--- config.mk ---
export PLATFORM = sky130hd
export DESIGN_NAME = battery_voltage_gauge
export DESIGN_NICKNAME = d
export VERILOG_FILES = /design/src/design/bvg_pkg.sv /design/src/design/bvg_ram.sv /design/src/design/bvg_front.sv /design/src/design/bvg_queue.sv /design/src/design/bvg_div.sv /design/src/design/bvg_back.sv /design/src/design/battery_voltage_gauge.sv
export SDC_FILE = /design/constraint.sdc
export NUM_CORES = 2
export LEC_CHECK = 0
export BUFFER_PORTS_ARGS = -buffer_cell sky130_fd_sc_hd__buf_2
export CORE_ASPECT_RATIO = 1.25
export CORE_MARGIN = 4
export CORE_UTILIZATION = 60
export CTS_CLUSTER_DIAMETER = 50
export DETAILED_ROUTE_END_ITERATION = 12
export MAX_ROUTING_LAYER = met4
export PLACE_DENSITY = 0.77
export SLEW_MARGIN = 20
export SYNTH_ARGS = -nofsm -noshare
export SYNTH_HDL_FRONTEND = slang
export SYNTH_SLANG_ARGS = --single-unit
--- constraint.sdc ---
create_clock -name clk -period 9.4 [get_ports clk]
set_input_delay 0 -clock clk [delete_from_list [all_inputs] [get_ports clk]]
set_output_delay 0 -clock clk [all_outputs]
set_load 0.02 [all_outputs]
--- src/design/bvg_pkg.sv ---
`timescale 1ns / 1ps
// ----------------------------------------------------------------------------
// bvg_pkg
// Shared types and constants of the battery voltage gauge.
// ----------------------------------------------------------------------------
package bvg_pkg;

	localparam int SAMPLE_W   = 12;
	localparam int MV_W       = 17;
	localparam int CHARGE_W   = 14;
	localparam int RES_W      = 20;
	localparam int CELL_W     = 5;
	localparam int CELL_MV_W  = 13;
	localparam int SPAN_W     = 16;
	localparam int PROD_W     = MV_W + CHARGE_W;
	localparam int QUO_W      = MV_W;
	localparam int CFG_IDX_W  = 3;
	localparam int CFG_DATA_W = 20;
	localparam int QUEUE_DEPTH = 2;

	localparam logic [CFG_IDX_W-1:0] REG_ENABLED = 3'd0;
	localparam logic [CFG_IDX_W-1:0] REG_UPPER   = 3'd1;
	localparam logic [CFG_IDX_W-1:0] REG_LOWER   = 3'd2;
	localparam logic [CFG_IDX_W-1:0] REG_CHEM    = 3'd3;
	localparam logic [CFG_IDX_W-1:0] REG_CELLS   = 3'd4;

	localparam logic CHEM_LIPO = 1'b0;
	localparam logic CHEM_LFP  = 1'b1;

	localparam logic [CELL_MV_W-1:0] LIPO_FULL_MV  = 13'd4200;
	localparam logic [CELL_MV_W-1:0] LIPO_EMPTY_MV = 13'd3000;
	localparam logic [CELL_MV_W-1:0] LFP_FULL_MV   = 13'd3650;
	localparam logic [CELL_MV_W-1:0] LFP_EMPTY_MV  = 13'd2500;
	localparam logic [CELL_MV_W-1:0] LIPO_SPAN_MV  = LIPO_FULL_MV - LIPO_EMPTY_MV;
	localparam logic [CELL_MV_W-1:0] LFP_SPAN_MV   = LFP_FULL_MV - LFP_EMPTY_MV;

	localparam logic [MV_W-1:0]     MV_MAX      = 17'd131071;
	localparam logic [CHARGE_W-1:0] CHARGE_FULL = 14'd10000;

	localparam logic [RES_W-1:0]  UPPER_RESET = 20'd100000;
	localparam logic [RES_W-1:0]  LOWER_RESET = 20'd100000;
	localparam logic [CELL_W-1:0] CELLS_RESET = 5'd1;

	typedef struct packed {
		logic              enabled;
		logic [RES_W-1:0]  upper_ohms;
		logic [RES_W-1:0]  lower_ohms;
		logic              chemistry;
		logic [CELL_W-1:0] cell_count;
	} bvg_cfg_t;

endpackage

--- src/design/bvg_ram.sv ---
`timescale 1ns / 1ps
// ----------------------------------------------------------------------------
// bvg_ram
// Generic single-write, single-read RAM with registered read data.
// ----------------------------------------------------------------------------
module bvg_ram #(
	parameter int WIDTH = 12,
	parameter int DEPTH = 16
) (
	input  logic                     clk,
	input  logic                     we,
	input  logic [$clog2(DEPTH)-1:0] waddr,
	input  logic [WIDTH-1:0]         wdata,
	input  logic                     re,
	input  logic [$clog2(DEPTH)-1:0] raddr,
	output logic [WIDTH-1:0]         rdata
);

	logic [WIDTH-1:0] mem [DEPTH];
	logic [WIDTH-1:0] rdata_q;

	always_ff @(posedge clk) begin
		if (we) begin
			mem[waddr] <= wdata;
		end
		if (re) begin
			rdata_q <= mem[raddr];
		end
	end

	assign rdata = rdata_q;

endmodule

--- src/design/bvg_front.sv ---
`timescale 1ns / 1ps
// ----------------------------------------------------------------------------
// bvg_front
// Takes readings, keeps the sample ring and running sum, queues the sum.
// ----------------------------------------------------------------------------
module bvg_front #(
	parameter int AVERAGE_DEPTH = 16
) (
	input  logic                    clk,
	input  logic                    arst_n,
	input  bvg_pkg::bvg_cfg_t       cfg,
	input  logic                    in_valid,
	output logic                    in_ready,
	input  logic [bvg_pkg::SAMPLE_W-1:0] sample_mv,
	input  logic                    q_full,
	output logic                    q_push,
	output logic [$clog2(AVERAGE_DEPTH*(2**bvg_pkg::SAMPLE_W-1)+1):0] q_data
);

	localparam int IDX_W = $clog2(AVERAGE_DEPTH);
	localparam int SUM_W = $clog2(AVERAGE_DEPTH*(2**bvg_pkg::SAMPLE_W-1)+1);

	logic                         accept;
	logic                         busy_s1;
	logic                         zero_s1;
	logic [bvg_pkg::SAMPLE_W-1:0] sample_s1;
	logic [IDX_W-1:0]             idx_q;
	logic                         wrapped_q;
	logic [SUM_W-1:0]             sum_q;
	logic [bvg_pkg::SAMPLE_W-1:0] rdata;
	logic [bvg_pkg::SAMPLE_W-1:0] oldest;
	logic [SUM_W-1:0]             sum_next;
	logic                         update;
	logic                         idx_last;

	// one item in flight here; the queue cannot fill behind an accepted beat
	assign in_ready = ~busy_s1 & ~q_full;
	assign accept   = in_valid & in_ready;

	bvg_ram #(
		.WIDTH(bvg_pkg::SAMPLE_W),
		.DEPTH(AVERAGE_DEPTH)
	) u_ring (
		.clk  (clk),
		.we   (update),
		.waddr(idx_q),
		.wdata(sample_s1),
		.re   (accept & cfg.enabled),
		.raddr(idx_q),
		.rdata(rdata)
	);

	// entries are written in index order, so before the first wrap the slot
	// about to be overwritten has never been written and is read as zero
	assign oldest   = wrapped_q ? rdata : '0;
	assign sum_next = sum_q - SUM_W'(oldest) + SUM_W'(sample_s1);
	assign update   = busy_s1 & ~zero_s1;
	assign idx_last = (idx_q == IDX_W'(AVERAGE_DEPTH - 1));

	always_ff @(posedge clk or negedge arst_n) begin
		if (!arst_n) begin
			busy_s1   <= 1'b0;
			idx_q     <= '0;
			wrapped_q <= 1'b0;
			sum_q     <= '0;
		end else begin
			busy_s1 <= accept;
			if (update) begin
				sum_q <= sum_next;
				if (idx_last) begin
					idx_q     <= '0;
					wrapped_q <= 1'b1;
				end else begin
					idx_q <= idx_q + 1'b1;
				end
			end
		end
	end

	always_ff @(posedge clk) begin
		if (accept) begin
			zero_s1   <= ~cfg.enabled;
			sample_s1 <= sample_mv;
		end
	end

	assign q_push = busy_s1;
	assign q_data = {zero_s1, sum_next};

endmodule

--- src/design/bvg_queue.sv ---
`timescale 1ns / 1ps
// ----------------------------------------------------------------------------
// bvg_queue
// Short FIFO between the front and back ends.
// ----------------------------------------------------------------------------
module bvg_queue #(
	parameter int WIDTH = 17
) (
	input  logic             clk,
	input  logic             arst_n,
	input  logic             push,
	input  logic [WIDTH-1:0] push_data,
	output logic             full,
	input  logic             pop,
	output logic [WIDTH-1:0] pop_data,
	output logic             empty
);

	localparam int PTR_W = $clog2(bvg_pkg::QUEUE_DEPTH);
	localparam int CNT_W = $clog2(bvg_pkg::QUEUE_DEPTH + 1);

	logic [WIDTH-1:0] slot_q [bvg_pkg::QUEUE_DEPTH];
	logic [PTR_W-1:0] wr_ptr_q;
	logic [PTR_W-1:0] rd_ptr_q;
	logic [CNT_W-1:0] count_q;
	logic             do_push;
	logic             do_pop;

	assign full     = (count_q == CNT_W'(bvg_pkg::QUEUE_DEPTH));
	assign empty    = (count_q == '0);
	assign do_push  = push & ~full;
	assign do_pop   = pop & ~empty;
	assign pop_data = slot_q[rd_ptr_q];

	always_ff @(posedge clk or negedge arst_n) begin
		if (!arst_n) begin
			wr_ptr_q <= '0;
			rd_ptr_q <= '0;
			count_q  <= '0;
		end else begin
			if (do_push) begin
				wr_ptr_q <= wr_ptr_q + 1'b1;
			end
			if (do_pop) begin
				rd_ptr_q <= rd_ptr_q + 1'b1;
			end
			if (do_push && !do_pop) begin
				count_q <= count_q + 1'b1;
			end else if (do_pop && !do_push) begin
				count_q <= count_q - 1'b1;
			end
		end
	end

	always_ff @(posedge clk) begin
		if (do_push) begin
			slot_q[wr_ptr_q] <= push_data;
		end
	end

endmodule

--- src/design/bvg_div.sv ---
`timescale 1ns / 1ps
// ----------------------------------------------------------------------------
// bvg_div
// Restoring divider, one quotient bit per cycle; quotient must fit QUO_W bits.
// ----------------------------------------------------------------------------
module bvg_div #(
	parameter int NUM_W = 35,
	parameter int DEN_W = 24
) (
	input  logic                       clk,
	input  logic                       arst_n,
	input  logic                       start,
	input  logic [NUM_W-1:0]           num,
	input  logic [DEN_W-1:0]           den,
	output logic                       done,
	output logic [bvg_pkg::QUO_W-1:0]  quotient
);

	localparam int QW    = bvg_pkg::QUO_W;
	localparam int SH_W  = DEN_W + QW - 1;
	localparam int CMP_W = (NUM_W > SH_W) ? NUM_W : SH_W;
	localparam int CNT_W = $clog2(QW + 1);

	logic [CMP_W-1:0] rem_q;
	logic [CMP_W-1:0] dsh_q;
	logic [QW-1:0]    quo_q;
	logic [CNT_W-1:0] cnt_q;
	logic             busy_q;
	logic             done_q;
	logic             ge;

	assign ge = (rem_q >= dsh_q);

	always_ff @(posedge clk or negedge arst_n) begin
		if (!arst_n) begin
			busy_q <= 1'b0;
			done_q <= 1'b0;
			cnt_q  <= '0;
		end else begin
			done_q <= 1'b0;
			if (start) begin
				busy_q <= 1'b1;
				cnt_q  <= CNT_W'(QW);
			end else if (busy_q) begin
				cnt_q <= cnt_q - 1'b1;
				if (cnt_q == CNT_W'(1)) begin
					busy_q <= 1'b0;
					done_q <= 1'b1;
				end
			end
		end
	end

	always_ff @(posedge clk) begin
		if (start) begin
			rem_q <= CMP_W'(num);
			dsh_q <= CMP_W'({den, {(QW-1){1'b0}}});
		end else if (busy_q) begin
			if (ge) begin
				rem_q <= rem_q - dsh_q;
			end
			dsh_q <= dsh_q >> 1;
			quo_q <= {quo_q[QW-2:0], ge};
		end
	end

	assign done     = done_q;
	assign quotient = quo_q;

endmodule

--- src/design/bvg_back.sv ---
`timescale 1ns / 1ps
// ----------------------------------------------------------------------------
// bvg_back
// Scales the running sum to pack millivolts and maps it to state of charge.
// ----------------------------------------------------------------------------
module bvg_back #(
	parameter int AVERAGE_DEPTH = 16
) (
	input  logic                          clk,
	input  logic                          arst_n,
	input  bvg_pkg::bvg_cfg_t             cfg,
	input  logic                          q_empty,
	output logic                          q_pop,
	input  logic [$clog2(AVERAGE_DEPTH*(2**bvg_pkg::SAMPLE_W-1)+1):0] q_data,
	output logic                          out_valid,
	input  logic                          out_ready,
	output logic [bvg_pkg::MV_W-1:0]      battery_mv,
	output logic [bvg_pkg::CHARGE_W-1:0]  charge_centipercent
);

	localparam int SUM_W = $clog2(AVERAGE_DEPTH*(2**bvg_pkg::SAMPLE_W-1)+1);
	localparam int IDX_W = $clog2(AVERAGE_DEPTH);
	localparam int DEN_W = bvg_pkg::RES_W + IDX_W;
	localparam int NUM_W = SUM_W + bvg_pkg::RES_W + 1;

	localparam logic [3:0] ST_IDLE = 4'd0;
	localparam logic [3:0] ST_MUL  = 4'd1;
	localparam logic [3:0] ST_CHK  = 4'd2;
	localparam logic [3:0] ST_DIVV = 4'd3;
	localparam logic [3:0] ST_CHG  = 4'd4;
	localparam logic [3:0] ST_DEC  = 4'd5;
	localparam logic [3:0] ST_CST  = 4'd6;
	localparam logic [3:0] ST_DIVC = 4'd7;
	localparam logic [3:0] ST_DONE = 4'd8;

	logic [3:0]                      st_q;
	logic [SUM_W-1:0]                sum_q;
	logic [NUM_W-1:0]                num_q;
	logic [DEN_W-1:0]                den_q;
	logic [bvg_pkg::MV_W-1:0]        mv_q;
	logic [bvg_pkg::CHARGE_W-1:0]    chg_q;
	logic [bvg_pkg::MV_W-1:0]        vmax_q;
	logic [bvg_pkg::MV_W-1:0]        vmin_q;
	logic [bvg_pkg::SPAN_W-1:0]      span_q;
	logic [bvg_pkg::PROD_W-1:0]      prod_q;
	logic                            out_valid_q;
	logic [bvg_pkg::MV_W-1:0]        battery_mv_q;
	logic [bvg_pkg::CHARGE_W-1:0]    charge_q;

	logic [bvg_pkg::RES_W:0]         r_total;
	logic                            saturate;
	logic                            div_start;
	logic [NUM_W-1:0]                div_num;
	logic [DEN_W-1:0]                div_den;
	logic                            div_done;
	logic [bvg_pkg::QUO_W-1:0]       div_quo;
	logic [bvg_pkg::CELL_MV_W-1:0]   full_cell;
	logic [bvg_pkg::CELL_MV_W-1:0]   empty_cell;
	logic [bvg_pkg::CELL_MV_W-1:0]   span_cell;
	logic                            out_free;

	assign r_total  = {1'b0, cfg.upper_ohms} + {1'b0, cfg.lower_ohms};
	// num >= den * 2^QUO_W means the quotient would not fit: saturate.
	// A zero lower resistor lands here too.
	assign saturate = (num_q[NUM_W-1:bvg_pkg::QUO_W] >= NUM_W'(den_q));

	assign full_cell  = (cfg.chemistry == bvg_pkg::CHEM_LFP) ?
		bvg_pkg::LFP_FULL_MV : bvg_pkg::LIPO_FULL_MV;
	assign empty_cell = (cfg.chemistry == bvg_pkg::CHEM_LFP) ?
		bvg_pkg::LFP_EMPTY_MV : bvg_pkg::LIPO_EMPTY_MV;
	assign span_cell  = (cfg.chemistry == bvg_pkg::CHEM_LFP) ?
		bvg_pkg::LFP_SPAN_MV : bvg_pkg::LIPO_SPAN_MV;

	assign div_start = ((st_q == ST_CHK) && !saturate) || (st_q == ST_CST);
	assign div_num   = (st_q == ST_CST) ? NUM_W'(prod_q) : num_q;
	assign div_den   = (st_q == ST_CST) ? DEN_W'(span_q) : den_q;

	bvg_div #(
		.NUM_W(NUM_W),
		.DEN_W(DEN_W)
	) u_div (
		.clk     (clk),
		.arst_n  (arst_n),
		.start   (div_start),
		.num     (div_num),
		.den     (div_den),
		.done    (div_done),
		.quotient(div_quo)
	);

	assign q_pop    = (st_q == ST_IDLE) & ~q_empty;
	assign out_free = ~out_valid_q | out_ready;

	always_ff @(posedge clk or negedge arst_n) begin
		if (!arst_n) begin
			st_q        <= ST_IDLE;
			out_valid_q <= 1'b0;
		end else begin
			if ((st_q == ST_DONE) && out_free) begin
				out_valid_q <= 1'b1;
			end else if (out_ready) begin
				out_valid_q <= 1'b0;
			end
			case (st_q)
				ST_IDLE: begin
					if (!q_empty) begin
						if (q_data[SUM_W] || (q_data[SUM_W-1:0] == '0)) begin
							st_q <= ST_DONE;
						end else begin
							st_q <= ST_MUL;
						end
					end
				end
				ST_MUL: begin
					st_q <= ST_CHK;
				end
				ST_CHK: begin
					st_q <= saturate ? ST_CHG : ST_DIVV;
				end
				ST_DIVV: begin
					if (div_done) begin
						st_q <= ST_CHG;
					end
				end
				ST_CHG: begin
					st_q <= ST_DEC;
				end
				ST_DEC: begin
					if ((mv_q == '0) || (mv_q <= vmin_q) || (mv_q >= vmax_q)) begin
						st_q <= ST_DONE;
					end else begin
						st_q <= ST_CST;
					end
				end
				ST_CST: begin
					st_q <= ST_DIVC;
				end
				ST_DIVC: begin
					if (div_done) begin
						st_q <= ST_DONE;
					end
				end
				ST_DONE: begin
					if (out_free) begin
						st_q <= ST_IDLE;
					end
				end
				default: begin
					st_q <= ST_IDLE;
				end
			endcase
		end
	end

	always_ff @(posedge clk) begin
		case (st_q)
			ST_IDLE: begin
				sum_q <= q_data[SUM_W-1:0];
				mv_q  <= '0;
				chg_q <= '0;
			end
			ST_MUL: begin
				num_q <= NUM_W'(sum_q) * NUM_W'(r_total);
				den_q <= DEN_W'(cfg.lower_ohms) * DEN_W'(AVERAGE_DEPTH);
			end
			ST_CHK: begin
				if (saturate) begin
					mv_q <= bvg_pkg::MV_MAX;
				end
			end
			ST_DIVV: begin
				if (div_done) begin
					mv_q <= div_quo;
				end
			end
			ST_CHG: begin
				vmax_q <= bvg_pkg::MV_W'(cfg.cell_count) * bvg_pkg::MV_W'(full_cell);
				vmin_q <= bvg_pkg::MV_W'(cfg.cell_count) * bvg_pkg::MV_W'(empty_cell);
				span_q <= bvg_pkg::SPAN_W'(cfg.cell_count) * bvg_pkg::SPAN_W'(span_cell);
			end
			ST_DEC: begin
				if (mv_q == '0) begin
					chg_q <= '0;
				end else if (mv_q <= vmin_q) begin
					// no span (zero cells): any nonzero voltage reads full
					chg_q <= (span_q == '0) ? bvg_pkg::CHARGE_FULL : '0;
				end else if (mv_q >= vmax_q) begin
					chg_q <= bvg_pkg::CHARGE_FULL;
				end else begin
					prod_q <= bvg_pkg::PROD_W'(mv_q - vmin_q) *
						bvg_pkg::PROD_W'(bvg_pkg::CHARGE_FULL);
				end
			end
			ST_DIVC: begin
				if (div_done) begin
					chg_q <= div_quo[bvg_pkg::CHARGE_W-1:0];
				end
			end
			ST_DONE: begin
				if (out_free) begin
					battery_mv_q <= mv_q;
					charge_q     <= chg_q;
				end
			end
			default: begin
			end
		endcase
	end

	assign out_valid           = out_valid_q;
	assign battery_mv          = battery_mv_q;
	assign charge_centipercent = charge_q;

endmodule

--- src/design/battery_voltage_gauge.sv ---
`timescale 1ns / 1ps
// ----------------------------------------------------------------------------
// battery_voltage_gauge
// Moving-average battery voltage and state-of-charge gauge.
// ----------------------------------------------------------------------------
//  channel  handshake            payload
//  in       in_valid/in_ready    sample_mv
//  out      out_valid/out_ready  battery_mv, charge_centipercent
//  cfg      cfg_valid/cfg_ready  cfg_index, cfg_data (cfg_ready always high)
//
//  An enabled item with a nonzero sum makes two passes through the back
//  end's shared 17-step divider, unless its voltage saturates or its charge
//  clamps. Disabled items and zero sums skip the divider, a saturated
//  voltage makes no division and a clamped charge one. The front end holds
//  one beat and takes the next once that one is pushed and the two-entry
//  queue has room; the back end keeps working while a result waits in the
//  output register. Reset zeroes the ring by a wrap flag: no clearing pass.
// ----------------------------------------------------------------------------
module battery_voltage_gauge #(
	parameter int AVERAGE_DEPTH = 16
) (
	input  logic                             clk,
	input  logic                             arst_n,
	input  logic                             in_valid,
	output logic                             in_ready,
	input  logic [bvg_pkg::SAMPLE_W-1:0]     sample_mv,
	output logic                             out_valid,
	input  logic                             out_ready,
	output logic [bvg_pkg::MV_W-1:0]         battery_mv,
	output logic [bvg_pkg::CHARGE_W-1:0]     charge_centipercent,
	input  logic                             cfg_valid,
	output logic                             cfg_ready,
	input  logic [bvg_pkg::CFG_IDX_W-1:0]    cfg_index,
	input  logic [bvg_pkg::CFG_DATA_W-1:0]   cfg_data
);

	localparam int SUM_W = $clog2(AVERAGE_DEPTH*(2**bvg_pkg::SAMPLE_W-1)+1);

	bvg_pkg::bvg_cfg_t cfg_q;
	logic              q_push;
	logic              q_full;
	logic              q_pop;
	logic              q_empty;
	logic [SUM_W:0]    q_wdata;
	logic [SUM_W:0]    q_rdata;

	assign cfg_ready = 1'b1;

	always_ff @(posedge clk or negedge arst_n) begin
		if (!arst_n) begin
			cfg_q.enabled    <= 1'b0;
			cfg_q.upper_ohms <= bvg_pkg::UPPER_RESET;
			cfg_q.lower_ohms <= bvg_pkg::LOWER_RESET;
			cfg_q.chemistry  <= bvg_pkg::CHEM_LIPO;
			cfg_q.cell_count <= bvg_pkg::CELLS_RESET;
		end else if (cfg_valid) begin
			case (cfg_index)
				bvg_pkg::REG_ENABLED: cfg_q.enabled    <= cfg_data[0];
				bvg_pkg::REG_UPPER:   cfg_q.upper_ohms <= cfg_data[bvg_pkg::RES_W-1:0];
				bvg_pkg::REG_LOWER:   cfg_q.lower_ohms <= cfg_data[bvg_pkg::RES_W-1:0];
				bvg_pkg::REG_CHEM:    cfg_q.chemistry  <= cfg_data[0];
				bvg_pkg::REG_CELLS:   cfg_q.cell_count <= cfg_data[bvg_pkg::CELL_W-1:0];
				default: begin
				end
			endcase
		end
	end

	bvg_front #(
		.AVERAGE_DEPTH(AVERAGE_DEPTH)
	) u_front (
		.clk      (clk),
		.arst_n   (arst_n),
		.cfg      (cfg_q),
		.in_valid (in_valid),
		.in_ready (in_ready),
		.sample_mv(sample_mv),
		.q_full   (q_full),
		.q_push   (q_push),
		.q_data   (q_wdata)
	);

	bvg_queue #(
		.WIDTH(SUM_W + 1)
	) u_queue (
		.clk      (clk),
		.arst_n   (arst_n),
		.push     (q_push),
		.push_data(q_wdata),
		.full     (q_full),
		.pop      (q_pop),
		.pop_data (q_rdata),
		.empty    (q_empty)
	);

	bvg_back #(
		.AVERAGE_DEPTH(AVERAGE_DEPTH)
	) u_back (
		.clk                (clk),
		.arst_n             (arst_n),
		.cfg                (cfg_q),
		.q_empty            (q_empty),
		.q_pop              (q_pop),
		.q_data             (q_rdata),
		.out_valid          (out_valid),
		.out_ready          (out_ready),
		.battery_mv         (battery_mv),
		.charge_centipercent(charge_centipercent)
	);

	a_queue_no_overflow: assert property (@(posedge clk) disable iff (!arst_n)
		q_push |-> !q_full)
		else $error("queue pushed while full");

	a_zero_mv_zero_charge: assert property (@(posedge clk) disable iff (!arst_n)
		(out_valid && (battery_mv == '0)) |-> (charge_centipercent == '0))
		else $error("charge nonzero at zero voltage");

	a_charge_range: assert property (@(posedge clk) disable iff (!arst_n)
		out_valid |-> (charge_centipercent <= bvg_pkg::CHARGE_FULL))
		else $error("charge above full scale");

endmodule
* After elaboration in Yosys (flattened, before gate mapping)
Memories as Yosys holds them, arrays and structs flattened. A register that Yosys moved wholly into a read port is not among the register bits.
Index checks and enable logic that the tools add are counted.
** Word-level totals
- Register bits :: 407
- RAM bits :: 226
- Bits of input ports :: 40
- Output and inout port bits :: 34
- Logic and storage cells :: 178
- Memories kept :: 2
** Memory list
- u_front.u_ring.mem :: words 16, width 12, read ports 1, clocked after Yosys merged registers in 1, write ports 1, line bvg_ram.sv:19 : logic [WIDTH-1:0] mem [DEPTH];
- u_queue.slot_q :: words 2, width 17, read ports 1, clocked after Yosys merged registers in 0, write ports 1, line bvg_queue.sv:22 : logic [WIDTH-1:0] slot_q [bvg_pkg::QUEUE_DEPTH];
** Operators by class
- Add/sub/neg operators :: 11
- $mul :: 5
- Magnitude comparators :: 4
- Equality and inequality tests :: 21
- Muxes and demuxes :: 45
- Bitwise operators :: 18
- Reductions and logical operators :: 37
** Operators by type and width (count)
- two-way mux 37 bit :: 4
- two-way mux 40 bit :: 2
- two-way mux 14 bit :: 5
- case mux 17 bit (3 select lines) :: 1
- case mux 14 bit (3 select lines) :: 1
- >= comparator 40 bit :: 1
- subtractor 40 bit :: 1
- multiplier 16 x 21 -> 37 bit :: 1
- case mux 4 bit (9 select lines) :: 1
- multiplier 5 x 13 -> 17 bit :: 2
- two-way mux 17 bit :: 2
- logical NOT 16 bit :: 2
- multiplier 31 x 10 -> 27 bit (second input constant) :: 1
- two-way mux 4 bit :: 7
- >= comparator 20 x 24 -> 1 bit :: 1
- two-way mux 24 bit :: 1
- adder 20 x 20 -> 21 bit :: 1
- AND reduction 2 bit :: 10
- subtractor 17 x 17 -> 18 bit :: 1
- >= comparator 17 bit :: 1
- <= comparator 17 bit :: 1
- logical NOT 17 bit :: 1
- adder 16 x 12 -> 16 bit :: 1
- equality test 4 x 3 -> 1 bit (second input constant) :: 4
- other kinds (39) :: 88

* Logic depth before layout (Yosys ltp)
- Depth after elaboration :: 7
- Gate-level depth with buffers :: 37
- Depth with buffers taken out :: 36

* By module
Synthesis repeated with hierarchy kept, for this count alone.
** Unflattened totals
- Cells, all modules :: 4151
- Area, all modules :: 47091.4 um^2
** Modules (own cells, without submodules)
- bvg_back :: instances 1, cells an instance 2698, area an instance 26935.8 um^2, sequential area each 6311.1 um^2
- bvg_ram :: instances 1, cells an instance 329, area an instance 7719.9 um^2, sequential area each 6125.9 um^2
- bvg_div :: instances 1, cells an instance 677, area an instance 6433.7 um^2, sequential area each 2897.8 um^2
- bvg_front :: instances 1, cells an instance 270, area an instance 2537.4 um^2, sequential area each 940.9 um^2
- battery_voltage_gauge :: instances 1, cells an instance 105, area an instance 1990.7 um^2, sequential area each 1192.4 um^2
- bvg_queue :: instances 1, cells an instance 72, area an instance 1473.9 um^2, sequential area each 1121.1 um^2

* Least setup slack after synthesis
No wires, ideal clock.
- Kind :: register -> register
- From :: register cfg_q[6] in the netlist's numbering
- To :: register u_back.num_q[33] (data pin)
- Library setup time :: 0.258 ns
- Arrival time :: 8.052 ns
- Data required time :: 9.142 ns
- Slack :: 1.090 ns
- Stages on the path, launching flop included :: 37
- Buffers on the path :: 1
- Period minus slack after synthesis :: 8.310 ns
- Cell sequence :: dfrtp_1 > ha_1 > inv_1 > fa_1 > nor2b_1 > o21ai_1 > a21boi_1 > o21ai_1 > nand2b_1 > a21o_1 > a31o_2 > a2111oi_0 > nor3_1 > xor2_1 > clkbuf_1 > nand2_1 > fa_1 > fa_1 > fa_1 > inv_1 > fa_1 > fa_1 > inv_1 > fa_1 > inv_1 > ha_1 > and3_1 > a31oi_1 > o21ai_0 > a41oi_1 > o211a_1 > o21ai_2 > a21boi_1 > o31a_1 > o21bai_1 > a21oi_1 > xnor2_1
** On the way
- Longest elaborated chain between the ends :: 2
** Ends and longest elaborated chain
- from (decl) :: line battery_voltage_gauge.sv:39 : bvg_pkg::bvg_cfg_t cfg_q;
- adder 20 x 20 -> 21 bit :: line bvg_back.sv:62 : assign r_total = {1'b0, cfg.upper_ohms} + {1'b0, cfg.lower_ohms};
- multiplier 16 x 21 -> 37 bit :: line bvg_back.sv:163 : num_q <= NUM_W'(sum_q) * NUM_W'(r_total);
- to (signal assigned) :: line bvg_back.sv:163
- to (decl) :: line bvg_back.sv:38 : logic [NUM_W-1:0] num_q;
No other way between the ends.
A chain may end at the register's enable or synchronous reset.

* Worst setup path in the final report
- From :: register cfg_q[6] in the netlist's numbering
- To :: register u_back.num_q[36] (data pin)
The elaborated chain is that of the path after synthesis.

==> flow_metrics.tcl <==
set metrics [dict create \
    clk_pin_slew_ps 60 \
    die_y_um 317 \
    cp.arrival_ps 9160 \
    status "finished, final reports clean" \
    yosysWarnings 0 \
    fmax_ghz 0.114 \
    ys.flop_type "edfxtp_1" \
    gp_congestion 0.918 \
    r2r_slack_ps 600 \
    min_from "sample_mv[6]" \
    first_pass_iters 6 \
    synth_edf_count 535 \
    rr_startpoint "cfg_q[6]" \
    post_cts_buffers 0 \
    cts.sinks 639 \
    worstPathMaxFanout 16 \
    maxCapViolations 0 \
    min_period_ps 8800 \
    area_delta_synth_final_pct 9.74 \
    dieArea_mm2 0.0807 \
    tightest_slew_ps 1110 \
    cts_buffers 71 \
    routedWlPerCell_um 20.6 \
    fill_cells 5427 \
    crit_type "register to register" \
    drv_slew 0 \
    via_count 30000 \
    clock-skew-final_ps 73.0 \
    fin_crit_sh 0.936 \
    insertion_delay_ps 640 \
    crit_path_frequent_cell "fa_1" \
    core_mm2 0.0751 \
    drive_above_1_share 0.0972 \
    synth_area_per_cell_um2 11.4 \
    timing.final.hold_violations 0 \
    cts_tree "done" \
    synthCells 4016 \
    critPathMaxStageDelay_ps 540 \
    final_nets 4926 \
    dp_hpwl_um 77200 \
    drcViolationCount 0 \
    drtAntennaViolNets 0 \
    die_w_um 255 \
    grt_max_degree 58 \
    drtIter0Drc 2128 \
    htree_levels 3 \
    cts_root_buffer "clkbuf_16" \
    grt_pass1_wl_um 171000 \
    clk_path_buf_depth 3 \
    synth-seq-cells 639 \
    min_to "u_front.sample_s1[6]" \
    rsz0062_at_grt "no" \
    grt_overflow_total 0 \
    vias_per_cell 5.81 \
    min_path_cells 2 \
    relSlewSlack 0.258 \
    io_buffers 72 \
    min_path_type "primary input to register" \
    start_util 0.609 \
    worst_ep_required_time_ps 9760 \
    grt_util_all_layers 0.280 \
    ios 74 \
    fin_setup_tns_ps 0 \
    start_kind "register" \
    async_reset_ff_frac 0.133 \
    cp_slowest_cell "fa_1" \
    yosysSeqAreaShare 0.406 \
    setup-violations-final 0 \
    rows 112 \
    end_kind "register" \
    timing.rr.end "u_back.num_q[36]" \
    antenna_found_initial 2 \
    syn_area_mm2 0.0457 \
    grt_pass1_vias 31400 \
    ff2ff_path_depth 37 \
    ys_types 90 \
    routed_wl_um 106000 \
]
## registers in the layout, summed over array words and instances, names as in the netlist, 5 cells and up
register                    flops
u_back.num_q                   37
u_back.u_div.cnt_q              5
u_back.vmax_q                  15
u_back.sum_q                   16
u_front.sum_q                  16
u_back.u_div.dsh_q             40
u_front.u_ring.rdata           12
u_front.sample_s1              12
u_back.u_div.rem_q             40
u_back.vmin_q                  15
u_back.den_q                   20
u_back.battery_mv              17
u_back.mv_q                    17
u_back.chg_q                   14
u_back.span_q                  14
u_front.u_ring.mem            192
cfg_q                          47
u_queue.slot_q                 34
u_back.u_div.quotient          17
u_back.charge_centipercent     14
u_back.prod_q                  27
## timing repair
action                                  in CTS  in global routing
gates resized for setup                      0                  7
hold buffers                                46                  0
endpoints found under the setup margin       0                  8
hold endpoints to repair                   106                  0
## routing by layer
layer | vias to the layer above | share of wire | track usage
met5 | - | 0 | -
met4 | 0 | 0.046 | 0.113
met3 | 303 | 0.060 | 0.0388
met2 | 1085 | 0.51 | 0.473
met1 | 14900 | 0.39 | 0.344
li1 | 13700 | - | -
## worst max-delay path, delay by kind of cell (launching register included)
| family | cells | cell delay [ps] |
|---|---|---|
| buffers and inverters | 6 | 500 |
| xor gates and xnor gates | 2 | 270 |
| AOI/OAI and AO/OA | 15 | 3060 |
| adders and majority gates | 9 | 3750 |
| and+or+nand+nor | 5 | 540 |
| DFF | 1 | 390 |
## layout by cell type, fill, tap and decap left out, types with 22 or more instances in the layout
cell           instances
nor2_1               168
nand2b_1              30
dfrtp_1               69
xor2_1                41
ha_1                 383
o21ai_0               79
a21oi_1              171
mux4_2                60
xnor2_1              131
a21o_1                70
edfxtp_1             535
buf_4                 52
clkbuf_16             71
nand2_1              299
dlygate4sd3_1         45
fa_1                 369
nand3_1               34
inv_1                704
and2_1               202
nor3_1                41
o21a_1                22
o21bai_1              24
buf_2                 71
nor2b_1               35
o21ai_1               55
mux2_2                60
## final cells by class
class / count / area, um2 / area share
well taps: 969 / 1210 / 0.0242
flip-flops and latches: 639 / 18600 / 0.370
inverters: 705 / 2650 / 0.0527
clock buffers: 87 / 1860 / 0.0370
repair buffers: 170 / 1240 / 0.0246
clock inverters: 41 / 519 / 0.0103
diodes: 3 / 7.51 / 0.000150
multi-input cells: 2547 / 24100 / 0.481
## cell usage after synthesis (5+ instances only)
cell type  instances  area share
o211ai_1           6     0.00098
nor3_1            43      0.0047
nand4_1           17      0.0023
a211o_1            5     0.00096
or2_2              8      0.0011
dfrtp_1           72       0.039
nor4b_1            5     0.00096
and2_1           202       0.028
inv_1            704       0.058
ha_1             383        0.10
o21ai_1           55      0.0060
nand3_1           34      0.0037
nand2b_1          30      0.0041
a22oi_1           18      0.0030
nand2_1          299       0.025
or3_1             13      0.0018
dfxtp_1           19      0.0083
a211oi_1          16      0.0026
buf_1             10     0.00082
o31ai_1           13      0.0021
o21ai_0           79      0.0086
o21bai_1          24      0.0039
clkbuf_1         104      0.0085
xnor2_1          135       0.026
and3_1            15      0.0021
fa_1             369        0.16
xor2_1            41      0.0079
buf_2             15      0.0016
mux2_2            60       0.015
mux4_2            60       0.030
nor4_1            17      0.0023
a21oi_1          172       0.019
a31oi_1           16      0.0022
dfstp_2           13      0.0075
o22ai_1            8      0.0011
o21a_1            22      0.0036
nor2b_1           37      0.0051
mux2i_1           18      0.0039
a21boi_1           6     0.00098
edfxtp_1         535        0.35
a21o_1            70       0.011
nor2_1           169       0.014
## metrics by stage
stage / cell area (um2) / hold WS (ps) / std cells / setup slack [ps] / util
2_1_floorplan: 45800 / -296 / 4022 / 1090 / -
3_3_place_gp: 47300 / 49.9 / 4983 / 582 / 0.630
3_5_place_dp: 47300 / 43.4 / 4983 / 336 / 0.630
4_1_cts: 50100 / 36.8 / 5157 / 265 / 0.667
5_1_grt: 50200 / 70.6 / 5161 / 47.3 / 0.668
6_report: 50200 / 62.4 / 5161 / 599 / 0.668
## kinds of logic after synthesis
group | share of synthesized area
adder cells (fa/ha/maj) | 0.266
AO/OA/AOI/OAI | 0.0786
XOR/XNOR | 0.0337
buffers and inverters | 0.0693
AND/OR/NAND/NOR | 0.0973
other | 0.000164
multiplexers | 0.0483
flip-flops | 0.406
## worst max-delay path by stage
stage / start / end / slack [ps] / cells past startpoint
after floorplan: cfg_q[6] / u_back.num_q[33] / 1090 / 36
after global placement: cfg_q[6] / u_back.num_q[33] / 580 / 35
after detailed placement: cfg_q[6] / u_back.num_q[35] / 340 / 35
after CTS: cfg_q[6] / u_back.num_q[33] / 260 / 35
after global routing: cfg_q[6] / u_back.num_q[36] / 50 / 37
final: cfg_q[6] / u_back.num_q[36] / 600 / 37
Power is not shown: default switching activity piles up to over one toggle a cycle in this logic, so the estimate is an artifact.
